`config.mk`:
```
export PLATFORM = sky130hd
export DESIGN_NAME = msgpack_transaction_field_decoder
export DESIGN_NICKNAME = d
export VERILOG_FILES = /design/src/rtl/core/msgd_pkg.sv /design/src/rtl/core/msgpack_transaction_field_decoder.sv /design/src/rtl/core/msgd_cfg.sv /design/src/rtl/core/msgd_front.sv /design/src/rtl/core/msgd_evq.sv
export VERILOG_INCLUDE_DIRS = /design/src /design/src/rtl/core
export SDC_FILE = /design/constraint.sdc
export NUM_CORES = 2
export LEC_CHECK = 0
export BUFFER_PORTS_ARGS = -buffer_cell sky130_fd_sc_hd__buf_2
export CAP_MARGIN = 20
export CORE_MARGIN = 8
export CORE_UTILIZATION = 25
export DETAILED_ROUTE_END_ITERATION = 8
export SYNTH_ARGS = -nofsm -noshare
export SYNTH_HDL_FRONTEND = slang
export SYNTH_SLANG_ARGS = --single-unit
export TNS_END_PERCENT = 5
```
`constraint.sdc`:
```
create_clock -name clk_i -period 19.05 [get_ports clk_i]
set_input_delay 1.905 -clock clk_i [delete_from_list [all_inputs] [get_ports clk_i]]
set_output_delay 1.905 -clock clk_i [all_outputs]
set_load 0.02 [all_outputs]
```
`src/rtl/core/msgpack_transaction_field_decoder_macros.svh`:
```
// ----------------------------------------------------------------------------
// Assertion macros for the MessagePack transaction field decoder
// Concurrent checks clocked by clk_i and disabled while rst_ni is low.
// ----------------------------------------------------------------------------
`ifndef MSGPACK_TRANSACTION_FIELD_DECODER_MACROS_SVH
`define MSGPACK_TRANSACTION_FIELD_DECODER_MACROS_SVH
`ifndef SYNTHESIS
`define MTFD_ASSERT(lbl, prop) \
  lbl: assert property (@(posedge clk_i) disable iff (!rst_ni) prop) \
    else $error("decoder assertion failed");
`define MTFD_NEVER(lbl, expr) \
  lbl: assert property (@(posedge clk_i) disable iff (!rst_ni) !(expr)) \
    else $error("decoder forbidden condition seen");
`else
`define MTFD_ASSERT(lbl, prop)
`define MTFD_NEVER(lbl, expr)
`endif
`endif

```
`src/rtl/core/msgd_pkg.sv`:
```
// ----------------------------------------------------------------------------
// msgd_pkg
// Types, codes and key tables shared by the transaction field decoder.
// ----------------------------------------------------------------------------
package msgd_pkg;

  localparam int KEY_CHARS_DEF  = 31;
  localparam int TYPE_CHARS_DEF = 15;
  localparam int EVQ_DEPTH_DEF  = 4;
  localparam int NUM_KEYS       = 39;
  localparam int TOP_KEYS       = 28;
  localparam int NUM_TYPES      = 5;
  localparam int NAME_W         = 7;
  localparam int APB_AW         = 5;

  typedef enum logic [3:0] {
    PH_MAP, PH_KEY_HDR, PH_KEY_LEN, PH_KEY_CHARS, PH_VAL_HDR, PH_VSTR_LEN,
    PH_TYPE_CHARS, PH_UINT_BYTES, PH_BIN_HI, PH_BIN_LO, PH_DATA, PH_IDLE
  } phase_e;

  typedef enum logic [2:0] {
    VK_UINT, VK_BOOL, VK_STR, VK_BINF, VK_BINV, VK_TYPE, VK_MAP
  } vkind_e;

  typedef enum logic [2:0] {
    EV_SCALAR = 3'd0, EV_START = 3'd1, EV_DATA = 3'd2, EV_DONE = 3'd3, EV_ERROR = 3'd4
  } evkind_e;

  typedef enum logic [2:0] {
    ER_EARLY = 3'd0, ER_TYPE = 3'd1, ER_LONG = 3'd2, ER_BINLEN = 3'd3,
    ER_KEY = 3'd4, ER_TTYPE = 3'd5
  } errkind_e;

  typedef enum logic [2:0] {
    REG_FIXED_BIN = 3'd0, REG_MAX_NOTE = 3'd1, REG_MAX_GEN = 3'd2,
    REG_MAX_UN = 3'd3, REG_MAX_AN = 3'd4, REG_MAX_URL = 3'd5
  } reg_e;

  localparam logic [5:0] FLD_TYPE = 6'd0;
  localparam logic [5:0] FLD_GEN  = 6'd6;
  localparam logic [5:0] FLD_UN   = 6'd31;
  localparam logic [5:0] FLD_AN   = 6'd32;

  localparam logic [7:0] MP_STR8   = 8'hd9;
  localparam logic [7:0] MP_BIN8   = 8'hc4;
  localparam logic [7:0] MP_BIN16  = 8'hc5;
  localparam logic [7:0] MP_FALSE  = 8'hc2;
  localparam logic [7:0] MP_TRUE   = 8'hc3;
  localparam logic [7:0] MP_UINT8  = 8'hcc;
  localparam logic [7:0] MP_UINT64 = 8'hcf;

  typedef struct packed {
    logic [2:0]  kind;
    logic [5:0]  field;
    logic [63:0] value;
    logic [15:0] idx;
    logic [2:0]  err;
  } event_t;

  // Up to two events per byte; v1 is only set together with v0.
  typedef struct packed {
    logic   v0;
    logic   v1;
    event_t e0;
    event_t e1;
  } evpair_t;

  typedef struct packed {
    logic [7:0]  fixed_bin_len;
    logic [15:0] max_note_len;
    logic [7:0]  max_genesis_id_len;
    logic [7:0]  max_unit_name_len;
    logic [7:0]  max_asset_name_len;
    logic [7:0]  max_url_len;
  } cfg_t;

  typedef struct packed {
    logic v0;
    logic v1;
  } evq_stat_t;

  localparam logic [NAME_W*8-1:0] KEY_NAME [NUM_KEYS] = '{
    "type", "snd", "rekey", "fee", "fv", "lv", "gen", "gh", "note", "amt",
    "rcv", "close", "selkey", "votekey", "votefst", "votelst", "votekd",
    "nonpart", "aamt", "aclose", "arcv", "asnd", "xaid", "faid", "fadd",
    "afrz", "caid", "apar",
    "t", "dc", "df", "un", "an", "au", "am", "m", "r", "f", "c"
  };

  localparam logic [2:0] KEY_LEN [NUM_KEYS] = '{
    3'd4, 3'd3, 3'd5, 3'd3, 3'd2, 3'd2, 3'd3, 3'd2, 3'd4, 3'd3,
    3'd3, 3'd5, 3'd6, 3'd7, 3'd7, 3'd7, 3'd6,
    3'd7, 3'd4, 3'd6, 3'd4, 3'd4, 3'd4, 3'd4, 3'd4,
    3'd4, 3'd4, 3'd4,
    3'd1, 3'd2, 3'd2, 3'd2, 3'd2, 3'd2, 3'd2, 3'd1, 3'd1, 3'd1, 3'd1
  };

  localparam vkind_e KEY_KIND [NUM_KEYS] = '{
    VK_TYPE, VK_BINF, VK_BINF, VK_UINT, VK_UINT, VK_UINT, VK_STR, VK_BINF, VK_BINV,
    VK_UINT, VK_BINF, VK_BINF, VK_BINF, VK_BINF, VK_UINT, VK_UINT, VK_UINT, VK_BOOL,
    VK_UINT, VK_BINF, VK_BINF, VK_BINF, VK_UINT, VK_UINT, VK_BINF, VK_BOOL, VK_UINT,
    VK_MAP,
    VK_UINT, VK_UINT, VK_BOOL, VK_STR, VK_STR, VK_STR, VK_BINF, VK_BINF, VK_BINF,
    VK_BINF, VK_BINF
  };

  localparam logic [NAME_W*8-1:0] TYPE_NAME [NUM_TYPES] = '{
    "pay", "keyreg", "axfer", "afrz", "acfg"
  };

  localparam logic [2:0] TYPE_LEN [NUM_TYPES] = '{3'd3, 3'd6, 3'd5, 3'd4, 3'd4};

  // Character at position pos of a name that is right-aligned in its vector.
  function automatic logic [7:0] name_char(logic [NAME_W*8-1:0] name, logic [2:0] len,
                                           logic [2:0] pos);
    logic [2:0] sel;
    sel = len - 3'd1 - pos;
    return name[{sel, 3'b000} +: 8];
  endfunction

endpackage

```
`src/rtl/core/msgpack_transaction_field_decoder.sv`:
```
// ----------------------------------------------------------------------------
// msgpack_transaction_field_decoder
// Decodes one MessagePack transaction record per buffer into field events.
// ----------------------------------------------------------------------------
// Input channel: push/full carries one record byte per transaction, with
// last_byte_i marking the end of the buffer. Result channel: empty/pop
// presents field events oldest first on event_kind_o, field_id_o, value_o,
// byte_index_o and error_kind_o.
// The classifier takes one byte per cycle. Each byte makes zero, one or
// two events, which enter the event queue at the accepting edge and reach
// the result ports in order. The queue takes two events per cycle
// but drains one, so a byte that makes two events costs one extra pop.
// full is raised while fewer than two queue entries are free; with a
// stalled receiver the queue fills and the input stalls behind it.
// Reset returns the decoder to expecting an outer map header, empties the
// queue and loads the registers with their defaults. After a byte flagged
// last_byte_i the decoder re-arms for the next record on its own.
// ----------------------------------------------------------------------------
`include "msgpack_transaction_field_decoder_macros.svh"

module msgpack_transaction_field_decoder import msgd_pkg::*; #(
  parameter int KEY_CHARS  = KEY_CHARS_DEF,
  parameter int TYPE_CHARS = TYPE_CHARS_DEF,
  parameter int EVQ_DEPTH  = EVQ_DEPTH_DEF
) (
  input  logic              clk_i,
  input  logic              rst_ni,
  input  logic              push,
  output logic              full,
  input  logic [7:0]        in_byte_i,
  input  logic              last_byte_i,
  output logic              empty,
  input  logic              pop,
  output logic [2:0]        event_kind_o,
  output logic [5:0]        field_id_o,
  output logic [63:0]       value_o,
  output logic [15:0]       byte_index_o,
  output logic [2:0]        error_kind_o,
  input  logic              psel,
  input  logic              penable,
  input  logic              pwrite,
  input  logic [APB_AW-1:0] paddr,
  input  logic [31:0]       pwdata,
  output logic [31:0]       prdata,
  output logic              pready
);

  localparam int CW = $clog2(EVQ_DEPTH + 1);

  cfg_t          cfg;
  evpair_t       evp;
  evq_stat_t     wr;
  event_t        rd;
  logic          acc, rd_en;
  logic [CW-1:0] count;

  assign acc   = push && !full;
  assign rd_en = pop && !empty;
  assign wr.v0 = acc && evp.v0;
  assign wr.v1 = acc && evp.v1;

  msgd_cfg u_cfg (
    .clk_i   (clk_i),
    .rst_ni  (rst_ni),
    .psel    (psel),
    .penable (penable),
    .pwrite  (pwrite),
    .paddr   (paddr),
    .pwdata  (pwdata),
    .prdata  (prdata),
    .pready  (pready),
    .cfg_o   (cfg)
  );

  msgd_front #(
    .KEY_CHARS  (KEY_CHARS),
    .TYPE_CHARS (TYPE_CHARS)
  ) u_front (
    .clk_i  (clk_i),
    .rst_ni (rst_ni),
    .cfg_i  (cfg),
    .acc_i  (acc),
    .byte_i (in_byte_i),
    .last_i (last_byte_i),
    .evp_o  (evp)
  );

  msgd_evq #(
    .DEPTH (EVQ_DEPTH)
  ) u_evq (
    .clk_i   (clk_i),
    .rst_ni  (rst_ni),
    .wr_i    (wr),
    .wr_e0_i (evp.e0),
    .wr_e1_i (evp.e1),
    .rd_i    (rd_en),
    .rd_o    (rd),
    .empty_o (empty),
    .full_o  (full),
    .count_o (count)
  );

  assign event_kind_o = rd.kind;
  assign field_id_o   = rd.field;
  assign value_o      = rd.value;
  assign byte_index_o = rd.idx;
  assign error_kind_o = rd.err;

  `MTFD_NEVER(a_evq_overflow, count > CW'(EVQ_DEPTH))
  `MTFD_NEVER(a_pair_packed, evp.v1 && !evp.v0)
  `MTFD_ASSERT(a_pop_only_drains, (rd_en && !wr.v0) |=> (count == $past(count) - CW'(1)))

endmodule

```
`src/rtl/core/msgd_cfg.sv`:
```
// ----------------------------------------------------------------------------
// msgd_cfg
// Configuration register file behind a simple APB-style slave port.
// ----------------------------------------------------------------------------
module msgd_cfg import msgd_pkg::*; (
  input  logic              clk_i,
  input  logic              rst_ni,
  input  logic              psel,
  input  logic              penable,
  input  logic              pwrite,
  input  logic [APB_AW-1:0] paddr,
  input  logic [31:0]       pwdata,
  output logic [31:0]       prdata,
  output logic              pready,
  output cfg_t              cfg_o
);

  cfg_t cfg_q, cfg_d;
  reg_e sel;
  logic wr;

  assign sel    = reg_e'(paddr[APB_AW-1:2]);
  assign wr     = psel && penable && pwrite;
  assign pready = 1'b1;
  assign cfg_o  = cfg_q;

  always_comb begin
    cfg_d = cfg_q;
    if (wr) begin
      unique case (sel)
        REG_FIXED_BIN: cfg_d.fixed_bin_len      = pwdata[7:0];
        REG_MAX_NOTE:  cfg_d.max_note_len       = pwdata[15:0];
        REG_MAX_GEN:   cfg_d.max_genesis_id_len = pwdata[7:0];
        REG_MAX_UN:    cfg_d.max_unit_name_len  = pwdata[7:0];
        REG_MAX_AN:    cfg_d.max_asset_name_len = pwdata[7:0];
        REG_MAX_URL:   cfg_d.max_url_len        = pwdata[7:0];
        default: ;
      endcase
    end
  end

  always_comb begin
    unique case (sel)
      REG_FIXED_BIN: prdata = {24'd0, cfg_q.fixed_bin_len};
      REG_MAX_NOTE:  prdata = {16'd0, cfg_q.max_note_len};
      REG_MAX_GEN:   prdata = {24'd0, cfg_q.max_genesis_id_len};
      REG_MAX_UN:    prdata = {24'd0, cfg_q.max_unit_name_len};
      REG_MAX_AN:    prdata = {24'd0, cfg_q.max_asset_name_len};
      REG_MAX_URL:   prdata = {24'd0, cfg_q.max_url_len};
      default:       prdata = 32'd0;
    endcase
  end

  always_ff @(posedge clk_i or negedge rst_ni) begin
    if (!rst_ni) begin
      cfg_q.fixed_bin_len      <= 8'd32;
      cfg_q.max_note_len       <= 16'd1024;
      cfg_q.max_genesis_id_len <= 8'd32;
      cfg_q.max_unit_name_len  <= 8'd8;
      cfg_q.max_asset_name_len <= 8'd32;
      cfg_q.max_url_len        <= 8'd32;
    end else begin
      cfg_q <= cfg_d;
    end
  end

endmodule

```
`src/rtl/core/msgd_front.sv`:
```
// ----------------------------------------------------------------------------
// msgd_front
// Byte classifier: walks the map structure one byte per transaction and
// produces up to two events for the event queue.
// ----------------------------------------------------------------------------
module msgd_front import msgd_pkg::*; #(
  parameter int KEY_CHARS  = KEY_CHARS_DEF,
  parameter int TYPE_CHARS = TYPE_CHARS_DEF
) (
  input  logic       clk_i,
  input  logic       rst_ni,
  input  cfg_t       cfg_i,
  input  logic       acc_i,
  input  logic [7:0] byte_i,
  input  logic       last_i,
  output evpair_t    evp_o
);

  localparam int MAXC = (KEY_CHARS > TYPE_CHARS) ? KEY_CHARS : TYPE_CHARS;
  localparam int LW   = $clog2(MAXC + 1);

  phase_e                 phase_q, phase_d;
  logic [3:0]             outer_q, outer_d, inner_q, inner_d;
  logic                   in_inner_q, in_inner_d;
  logic [LW-1:0]          klen_q, klen_d;
  logic [5:0]             field_q, field_d;
  logic [15:0]            left_q, left_d;
  logic [63:0]            acc_q, acc_d;
  logic                   fin_q, fin_d;
  logic [NUM_KEYS-1:0]    kcand_q, kcand_d, kcand_upd;
  logic [NUM_TYPES-1:0]   tcand_q, tcand_d, tcand_upd;

  logic [LW-1:0]          pos;
  vkind_e                 vk;
  logic                   do_fail, do_pair, main_v, done_v;
  errkind_e               fail_code;
  event_t                 main_e;
  logic                   key_go, vstr_go, bin_go, start_go;
  logic [7:0]             len8, vlimit;
  logic [15:0]            len16;
  logic                   kmatch, tmatch;
  logic [5:0]             kidx;
  logic [2:0]             tidx;
  logic [63:0]            acc_shift;
  event_t                 e1;
  logic                   v1;

  assign pos       = klen_q - left_q[LW-1:0];
  assign vk        = (field_q < 6'(NUM_KEYS)) ? KEY_KIND[field_q] : VK_UINT;
  assign acc_shift = {acc_q[55:0], byte_i};

  // Incremental name matching: each table entry stays a candidate while
  // every character received so far equals its character at that position.
  always_comb begin
    for (int i = 0; i < NUM_KEYS; i++) begin
      kcand_upd[i] = kcand_q[i] && (pos < LW'(KEY_LEN[i])) &&
                     (name_char(KEY_NAME[i], KEY_LEN[i], pos[2:0]) == byte_i);
    end
    for (int j = 0; j < NUM_TYPES; j++) begin
      tcand_upd[j] = tcand_q[j] && (pos < LW'(TYPE_LEN[j])) &&
                     (name_char(TYPE_NAME[j], TYPE_LEN[j], pos[2:0]) == byte_i);
    end
  end

  always_comb begin
    kmatch = 1'b0;
    kidx   = 6'd0;
    for (int i = NUM_KEYS - 1; i >= 0; i--) begin
      if (kcand_upd[i] && (LW'(KEY_LEN[i]) == klen_q) &&
          ((i >= TOP_KEYS) == in_inner_q)) begin
        kmatch = 1'b1;
        kidx   = 6'(i);
      end
    end
    tmatch = 1'b0;
    tidx   = 3'd0;
    for (int j = NUM_TYPES - 1; j >= 0; j--) begin
      if (tcand_upd[j] && (LW'(TYPE_LEN[j]) == klen_q)) begin
        tmatch = 1'b1;
        tidx   = 3'(j);
      end
    end
  end

  always_comb begin
    unique case (field_q)
      FLD_TYPE: vlimit = 8'(TYPE_CHARS);
      FLD_GEN:  vlimit = cfg_i.max_genesis_id_len;
      FLD_UN:   vlimit = cfg_i.max_unit_name_len;
      FLD_AN:   vlimit = cfg_i.max_asset_name_len;
      default:  vlimit = cfg_i.max_url_len;
    endcase
  end

  always_comb begin
    phase_d    = phase_q;
    outer_d    = outer_q;
    inner_d    = inner_q;
    in_inner_d = in_inner_q;
    klen_d     = klen_q;
    field_d    = field_q;
    left_d     = left_q;
    acc_d      = acc_q;
    fin_d      = fin_q;
    kcand_d    = kcand_q;
    tcand_d    = tcand_q;
    do_fail    = 1'b0;
    fail_code  = ER_EARLY;
    do_pair    = 1'b0;
    main_v     = 1'b0;
    main_e     = '0;
    done_v     = 1'b0;
    key_go     = 1'b0;
    vstr_go    = 1'b0;
    bin_go     = 1'b0;
    start_go   = 1'b0;
    len8       = byte_i;
    len16      = {8'd0, byte_i};

    unique case (phase_q)
      PH_MAP: begin
        if (byte_i[7:4] != 4'h8) begin
          do_fail = 1'b1; fail_code = ER_TYPE;
        end else begin
          outer_d = byte_i[3:0];
          if (byte_i[3:0] == 4'd0) begin
            main_v      = 1'b1;
            main_e.kind = EV_DONE;
            phase_d     = PH_IDLE;
            fin_d       = 1'b1;
          end else begin
            phase_d = PH_KEY_HDR;
          end
        end
      end
      PH_KEY_HDR: begin
        if (byte_i[7:5] == 3'b101) begin
          key_go = 1'b1; len8 = {3'd0, byte_i[4:0]};
        end else if (byte_i == MP_STR8) begin
          phase_d = PH_KEY_LEN;
        end else begin
          do_fail = 1'b1; fail_code = ER_TYPE;
        end
      end
      PH_KEY_LEN: key_go = 1'b1;
      PH_KEY_CHARS: begin
        kcand_d = kcand_upd;
        left_d  = left_q - 16'd1;
        if (left_q == 16'd1) begin
          if (kmatch) begin
            field_d = kidx;
            phase_d = PH_VAL_HDR;
          end else begin
            do_fail = 1'b1; fail_code = ER_KEY;
          end
        end
      end
      PH_TYPE_CHARS: begin
        tcand_d = tcand_upd;
        left_d  = left_q - 16'd1;
        if (left_q == 16'd1) begin
          if (tmatch) begin
            main_v       = 1'b1;
            main_e.kind  = EV_SCALAR;
            main_e.field = field_q;
            main_e.value = {61'd0, tidx};
            do_pair      = 1'b1;
          end else begin
            do_fail = 1'b1; fail_code = ER_TTYPE;
          end
        end
      end
      PH_VAL_HDR: begin
        unique case (vk)
          VK_UINT: begin
            if (!byte_i[7]) begin
              main_v       = 1'b1;
              main_e.kind  = EV_SCALAR;
              main_e.field = field_q;
              main_e.value = {56'd0, byte_i};
              do_pair      = 1'b1;
            end else if (byte_i >= MP_UINT8 && byte_i <= MP_UINT64) begin
              left_d  = 16'd1 << byte_i[1:0];
              acc_d   = 64'd0;
              phase_d = PH_UINT_BYTES;
            end else begin
              do_fail = 1'b1; fail_code = ER_TYPE;
            end
          end
          VK_BOOL: begin
            if (byte_i == MP_TRUE || byte_i == MP_FALSE) begin
              main_v       = 1'b1;
              main_e.kind  = EV_SCALAR;
              main_e.field = field_q;
              main_e.value = {63'd0, byte_i == MP_TRUE};
              do_pair      = 1'b1;
            end else begin
              do_fail = 1'b1; fail_code = ER_TYPE;
            end
          end
          VK_STR, VK_TYPE: begin
            if (byte_i[7:5] == 3'b101) begin
              vstr_go = 1'b1; len8 = {3'd0, byte_i[4:0]};
            end else if (byte_i == MP_STR8) begin
              phase_d = PH_VSTR_LEN;
            end else begin
              do_fail = 1'b1; fail_code = ER_TYPE;
            end
          end
          VK_BINF, VK_BINV: begin
            acc_d = 64'd0;
            if (byte_i == MP_BIN8) begin
              phase_d = PH_BIN_LO;
            end else if (byte_i == MP_BIN16 && vk == VK_BINV) begin
              phase_d = PH_BIN_HI;
            end else begin
              do_fail = 1'b1; fail_code = ER_TYPE;
            end
          end
          default: begin
            if (byte_i[7:4] != 4'h8) begin
              do_fail = 1'b1; fail_code = ER_TYPE;
            end else if (byte_i[3:0] == 4'd0) begin
              do_pair = 1'b1;
            end else begin
              in_inner_d = 1'b1;
              inner_d    = byte_i[3:0];
              phase_d    = PH_KEY_HDR;
            end
          end
        endcase
      end
      PH_VSTR_LEN: vstr_go = 1'b1;
      PH_UINT_BYTES: begin
        acc_d  = acc_shift;
        left_d = left_q - 16'd1;
        if (left_q == 16'd1) begin
          main_v       = 1'b1;
          main_e.kind  = EV_SCALAR;
          main_e.field = field_q;
          main_e.value = acc_shift;
          do_pair      = 1'b1;
        end
      end
      PH_BIN_HI: begin
        acc_d   = {56'd0, byte_i};
        phase_d = PH_BIN_LO;
      end
      PH_BIN_LO: begin
        bin_go = 1'b1;
        len16  = {acc_q[7:0], byte_i};
      end
      PH_DATA: begin
        main_v       = 1'b1;
        main_e.kind  = EV_DATA;
        main_e.field = field_q;
        main_e.value = {56'd0, byte_i};
        main_e.idx   = acc_q[15:0] - left_q;
        left_d       = left_q - 16'd1;
        if (left_q == 16'd1) do_pair = 1'b1;
      end
      default: ;
    endcase

    if (key_go) begin
      if (len8 > 8'(KEY_CHARS)) begin
        do_fail = 1'b1; fail_code = ER_LONG;
      end else if (len8 == 8'd0) begin
        do_fail = 1'b1; fail_code = ER_KEY;
      end else begin
        klen_d  = LW'(len8);
        left_d  = {8'd0, len8};
        kcand_d = '1;
        phase_d = PH_KEY_CHARS;
      end
    end

    if (vstr_go) begin
      if (len8 > vlimit) begin
        do_fail = 1'b1; fail_code = ER_LONG;
      end else if (field_q == FLD_TYPE) begin
        if (len8 == 8'd0) begin
          do_fail = 1'b1; fail_code = ER_TTYPE;
        end else begin
          klen_d  = LW'(len8);
          left_d  = {8'd0, len8};
          tcand_d = '1;
          phase_d = PH_TYPE_CHARS;
        end
      end else begin
        start_go = 1'b1;
        len16    = {8'd0, len8};
      end
    end

    if (bin_go) begin
      if (vk == VK_BINF && len16 != {8'd0, cfg_i.fixed_bin_len}) begin
        do_fail = 1'b1; fail_code = ER_BINLEN;
      end else if (vk == VK_BINV && len16 > cfg_i.max_note_len) begin
        do_fail = 1'b1; fail_code = ER_LONG;
      end else begin
        start_go = 1'b1;
      end
    end

    if (start_go) begin
      main_v       = 1'b1;
      main_e.kind  = EV_START;
      main_e.field = field_q;
      main_e.value = {48'd0, len16};
      acc_d        = {48'd0, len16};
      left_d       = len16;
      if (len16 == 16'd0) do_pair = 1'b1;
      else                phase_d = PH_DATA;
    end

    if (do_fail) begin
      main_v     = 1'b1;
      main_e     = '0;
      main_e.kind = EV_ERROR;
      main_e.err = fail_code;
      phase_d    = PH_IDLE;
      fin_d      = 1'b1;
    end

    // A completed pair closes the inner map first, then the outer one.
    if (do_pair) begin
      if (in_inner_q && inner_q != 4'd1) begin
        inner_d = inner_q - 4'd1;
        phase_d = PH_KEY_HDR;
      end else begin
        if (in_inner_q) begin
          inner_d    = inner_q - 4'd1;
          in_inner_d = 1'b0;
        end
        outer_d = outer_q - 4'd1;
        if (outer_q != 4'd1) begin
          phase_d = PH_KEY_HDR;
        end else begin
          done_v  = 1'b1;
          phase_d = PH_IDLE;
          fin_d   = 1'b1;
        end
      end
    end

    v1 = done_v;
    e1 = '0;
    e1.kind = EV_DONE;
    if (last_i && !fin_d) begin
      v1      = 1'b1;
      e1.kind = EV_ERROR;
      e1.err  = ER_EARLY;
    end

    if (last_i) begin
      phase_d    = PH_MAP;
      outer_d    = 4'd0;
      inner_d    = 4'd0;
      in_inner_d = 1'b0;
      klen_d     = '0;
      field_d    = 6'd0;
      left_d     = 16'd0;
      acc_d      = 64'd0;
      fin_d      = 1'b0;
    end

    // Keep the queue write packed: a lone second event moves to slot zero.
    evp_o.v0 = main_v || v1;
    evp_o.v1 = main_v && v1;
    evp_o.e0 = main_v ? main_e : e1;
    evp_o.e1 = e1;
  end

  always_ff @(posedge clk_i or negedge rst_ni) begin
    if (!rst_ni) begin
      phase_q    <= PH_MAP;
      outer_q    <= 4'd0;
      inner_q    <= 4'd0;
      in_inner_q <= 1'b0;
      klen_q     <= '0;
      field_q    <= 6'd0;
      left_q     <= 16'd0;
      acc_q      <= 64'd0;
      fin_q      <= 1'b0;
      kcand_q    <= '0;
      tcand_q    <= '0;
    end else if (acc_i) begin
      phase_q    <= phase_d;
      outer_q    <= outer_d;
      inner_q    <= inner_d;
      in_inner_q <= in_inner_d;
      klen_q     <= klen_d;
      field_q    <= field_d;
      left_q     <= left_d;
      acc_q      <= acc_d;
      fin_q      <= fin_d;
      kcand_q    <= kcand_d;
      tcand_q    <= tcand_d;
    end
  end

endmodule

```
`src/rtl/core/msgd_evq.sv`:
```
// ----------------------------------------------------------------------------
// msgd_evq
// Event queue between the byte classifier and the result port. Takes up to
// two events per cycle and hands out one.
// ----------------------------------------------------------------------------
module msgd_evq import msgd_pkg::*; #(
  parameter int DEPTH = EVQ_DEPTH_DEF
) (
  input  logic                       clk_i,
  input  logic                       rst_ni,
  input  evq_stat_t                  wr_i,
  input  event_t                     wr_e0_i,
  input  event_t                     wr_e1_i,
  input  logic                       rd_i,
  output event_t                     rd_o,
  output logic                       empty_o,
  output logic                       full_o,
  output logic [$clog2(DEPTH+1)-1:0] count_o
);

  localparam int PW = $clog2(DEPTH);
  localparam int CW = $clog2(DEPTH + 1);

  event_t        mem_q [DEPTH];
  logic [PW-1:0] wp_q, wp_d, rp_q, rp_d, wp1;
  logic [CW-1:0] cnt_q, cnt_d, nwr;

  assign wp1     = wp_q + PW'(1);
  assign nwr     = CW'(wr_i.v0) + CW'(wr_i.v1);
  assign rd_o    = mem_q[rp_q];
  assign empty_o = (cnt_q == '0);
  // A byte may bring two events, so keep two entries free.
  assign full_o  = (cnt_q > CW'(DEPTH - 2));
  assign count_o = cnt_q;

  always_comb begin
    wp_d  = wp_q + PW'(nwr);
    rp_d  = rp_q + PW'(rd_i);
    cnt_d = cnt_q + nwr - CW'(rd_i);
  end

  always_ff @(posedge clk_i) begin
    if (wr_i.v0) mem_q[wp_q] <= wr_e0_i;
    if (wr_i.v1) mem_q[wp1]  <= wr_e1_i;
  end

  always_ff @(posedge clk_i or negedge rst_ni) begin
    if (!rst_ni) begin
      wp_q  <= '0;
      rp_q  <= '0;
      cnt_q <= '0;
    end else begin
      wp_q  <= wp_d;
      rp_q  <= rp_d;
      cnt_q <= cnt_d;
    end
  end

endmodule
```
==> impl_metrics.yaml <==
outcome:
  status: "complete, no violations"
floorplan:
  die_w_microns: 369
  num_rows: 129
  ioPinCount: 180
  start_util_pct: 25.2
  dieHeight_microns: 369
  dieArea_sq_um: 136000
  core_sq_um: 124000
setup_path:
  path_class: "in2reg"
  crit_start: "in_byte_i[5]"
  arrival_ns: 11.15
  crit_required_ns: 19.61
  cp_max_fo: 68
  cp-end-kind: "register"
  start_kind: "input port"
  rr_startpoint: "u_front.field_q[2]"
drt:
  antenna_left: 0
  vias: 26745
  drc: 0
  routedWlPerCell_microns: 22.2
  dr.pass1.iters: 8
  drt_wl_total_mm: 107
  drtIter0Drc: 2691
  vias_per_cell: 5.56
pwr:
  power-per-cell-area_nw_per_um2: 151
  p_leak_nw: 13.6
  power_mw: 5.39
  peakVddDrop_v: 0.0000827
sta:
  setup_tns_ns: 0
  rsz0062_at_grt: "no"
  relSlewSlack_pct: 28.0
  tightest_slew_ns: 1.08
  period_share_pct: 55.6
  finalCriticalPeriod_ns: 10.60
  fin_worst_skew_ns: 0.0499
  setup_ws_ns: 8.45
  hold_viol: 0
  fmax_ghz: 0.0943
  setup-violations-final: 0
  maxSlewViolCount: 0
  hold_ws_ns: 0.459
synthesis:
  synth_top_cells_by_area: "dfxtp_1, dfrtp_1, a32o_1, mux4_2, a22o_1"
  synthFlopType: "dfxtp_1"
  synth-edff-count: 12
  avgSynthCellArea_sq_um: 9.98
  synthTopCellsByCount: "dfxtp_1, a32o_1, dfrtp_1"
  synth_cells: 3121
  ys_ff_latch: 572
  synth_area_sq_um: 31100
  yosys_warnings: 0
  synth_largest_area_cell: "dfxtp_1"
  yosysMostFrequentCell: "dfxtp_1"
  synth-seq-area-share_pct: 40.5
  yosysTopAreaCellShare_pct: 22.9
  ys_types: 108
  async_flop_share_pct: 35.7
clock_tree:
  clk_pin_slew_ns: 0.06
  clock-sinks: 572
  postCtsSetupRepairBufs: 0
  htreeDepth: 3
  cts_tree: "built"
  ctsHoldBuffers: 0
  clock-root-buffer: "clkbuf_16"
  post_cts_resized: 0
  cts_made_buffers: 68
  clk_path_buf_depth: 3
  clk_latency_ns: 0.64
run:
  drv_cap: 0
place:
  place.port_buffers: 144
  place_area_sq_um: 33200
  post-dp-hpwl_mm: 69.3
  gp_congestion: 0.934
  dp.cells: 4681
  place_worst_setup_slack_ns: 8.09
global_route:
  globalRouteTotalUtil_pct: 14.9
  overflow: 0
  grt_first_pass_wirelength_mm: 162
  grt_start_max_net_pins: 103
  antenna_found_initial: 9
  grt_pass1_vias: 25473
finish:
  fin_util_pct: 28.8
  finalNetCount: 3249
  fin_area_sq_um: 35600
  post_layout_nonfiller_instances: 4810
  drive_above_1_share_pct: 16.9
  area_growth_pct: 14.2
min_path:
  hold_path_class: "reg2reg"
  hold_path.startpoint: "u_evq.mem_q[1][54]"
## cells in the final DEF (no fill, tap or decap), drive strengths merged, types with 86 or more instances in the layout
| master | n |
|---|---|
| a21oi | 109 |
| a22o | 128 |
| a32o | 219 |
| buf | 206 |
| clkbuf | 92 |
| dfrtp | 198 |
| dfxtp | 356 |
| inv | 100 |
| mux4 | 95 |
| nand2 | 196 |
| nand3 | 86 |
| nor2 | 168 |
| o21ai | 168 |
| o2bb2ai | 88 |
## path summary, 6_finish.rpt
path | endpoint | slack [ns] | cells past startpoint
worst max register to register | u_evq.mem_q[3][57] | 8.81 | 31
worst min register to register | u_evq.mem_q[1][54] | 0.46 | 1
worst min-delay path | u_evq.mem_q[1][54] | 0.46 | 1
worst max-delay path | u_evq.mem_q[3][57] | 8.45 | 27
min in group asynchronous | u_front.kcand_q[24] | 1.31 | 1
max in group asynchronous | u_front.acc_q[5] | 15.52 | 3
## cell type report
type	count	area [sq um]
Timing Repair Buffer	206	1200
Clock buffer	92	1910
Clock inverter	32	430
Tap cell	1637	2050
Multi-Input combinational cell	2170	17000
Fill cell	13045	88100
Antenna cell	5	12.5
Inverter	96	360
Sequential cell	572	12600
## cells by family after synthesis
logic type / after synthesis / synth area share (%)
xor+xnor: 90 / 2.53
flops: 572 / 40.5
mux: 168 / 9.42
buf+inv: 394 / 5.53
other cells: 2 / 0.0241
simple gates: 809 / 13.3
fa+ha+maj: 82 / 3.37
compound gates: 1004 / 25.3
## metal layers
metal	part of all wire (%)	wire (microns)	track usage, %
met1	45	48500	21.3
met2	43	46100	21.8
met3	8.2	8770	3.55
met4	3.1	3320	4.99
met5	0.015	16	0
## report_power, final
group / internal, mW / switching, mW / leakage (nW)
Combinational: 0.889 / 1.57 / 6.82
Clock: 0.789 / 0.566 / 1.14
Sequential: 1.39 / 0.184 / 5.67
## worst max-delay path: stages
cell and delay (ns):
buf_2 0.43, nor2b_1 0.46, nand3_1 0.23, nand2b_1 0.22, o2bb2a_1 0.35, and3_1 0.25, ha_1 0.31, nand4_1 0.09
nor2_1 0.17, o21ai_0 0.10, nor2_1 0.30, nand4b_1 0.21, and3_1 0.37, ha_1 0.36, nor2_1 0.05, a211o_1 0.26
a211o_1 0.29, nand2_1 0.10, a31oi_1 0.05, buf_4 0.20, nor2_1 0.57, nand4_2 0.79, o31a_2 0.59, buf_4 0.39
a31oi_4 0.82, buf_4 0.87, a32o_1 0.23
## flip-flops by register name (all words and copies together) (netlist names)
signal and count:
u_front.phase_q 4, u_front.field_q 6, u_front.outer_q 4, u_front.in_inner_q 1, u_front.fin_q 1, u_evq.rp_q 2, u_front.acc_q 56, u_evq.mem_q 368
u_evq.count_o 3, u_front.kcand_q 39, u_evq.wp_q 2, u_front.klen_q 5, u_front.tcand_q 5, u_front.left_q 16, u_front.inner_q 4, u_cfg.cfg_o 56
Note: power is estimated with default switching activity, not from simulation.
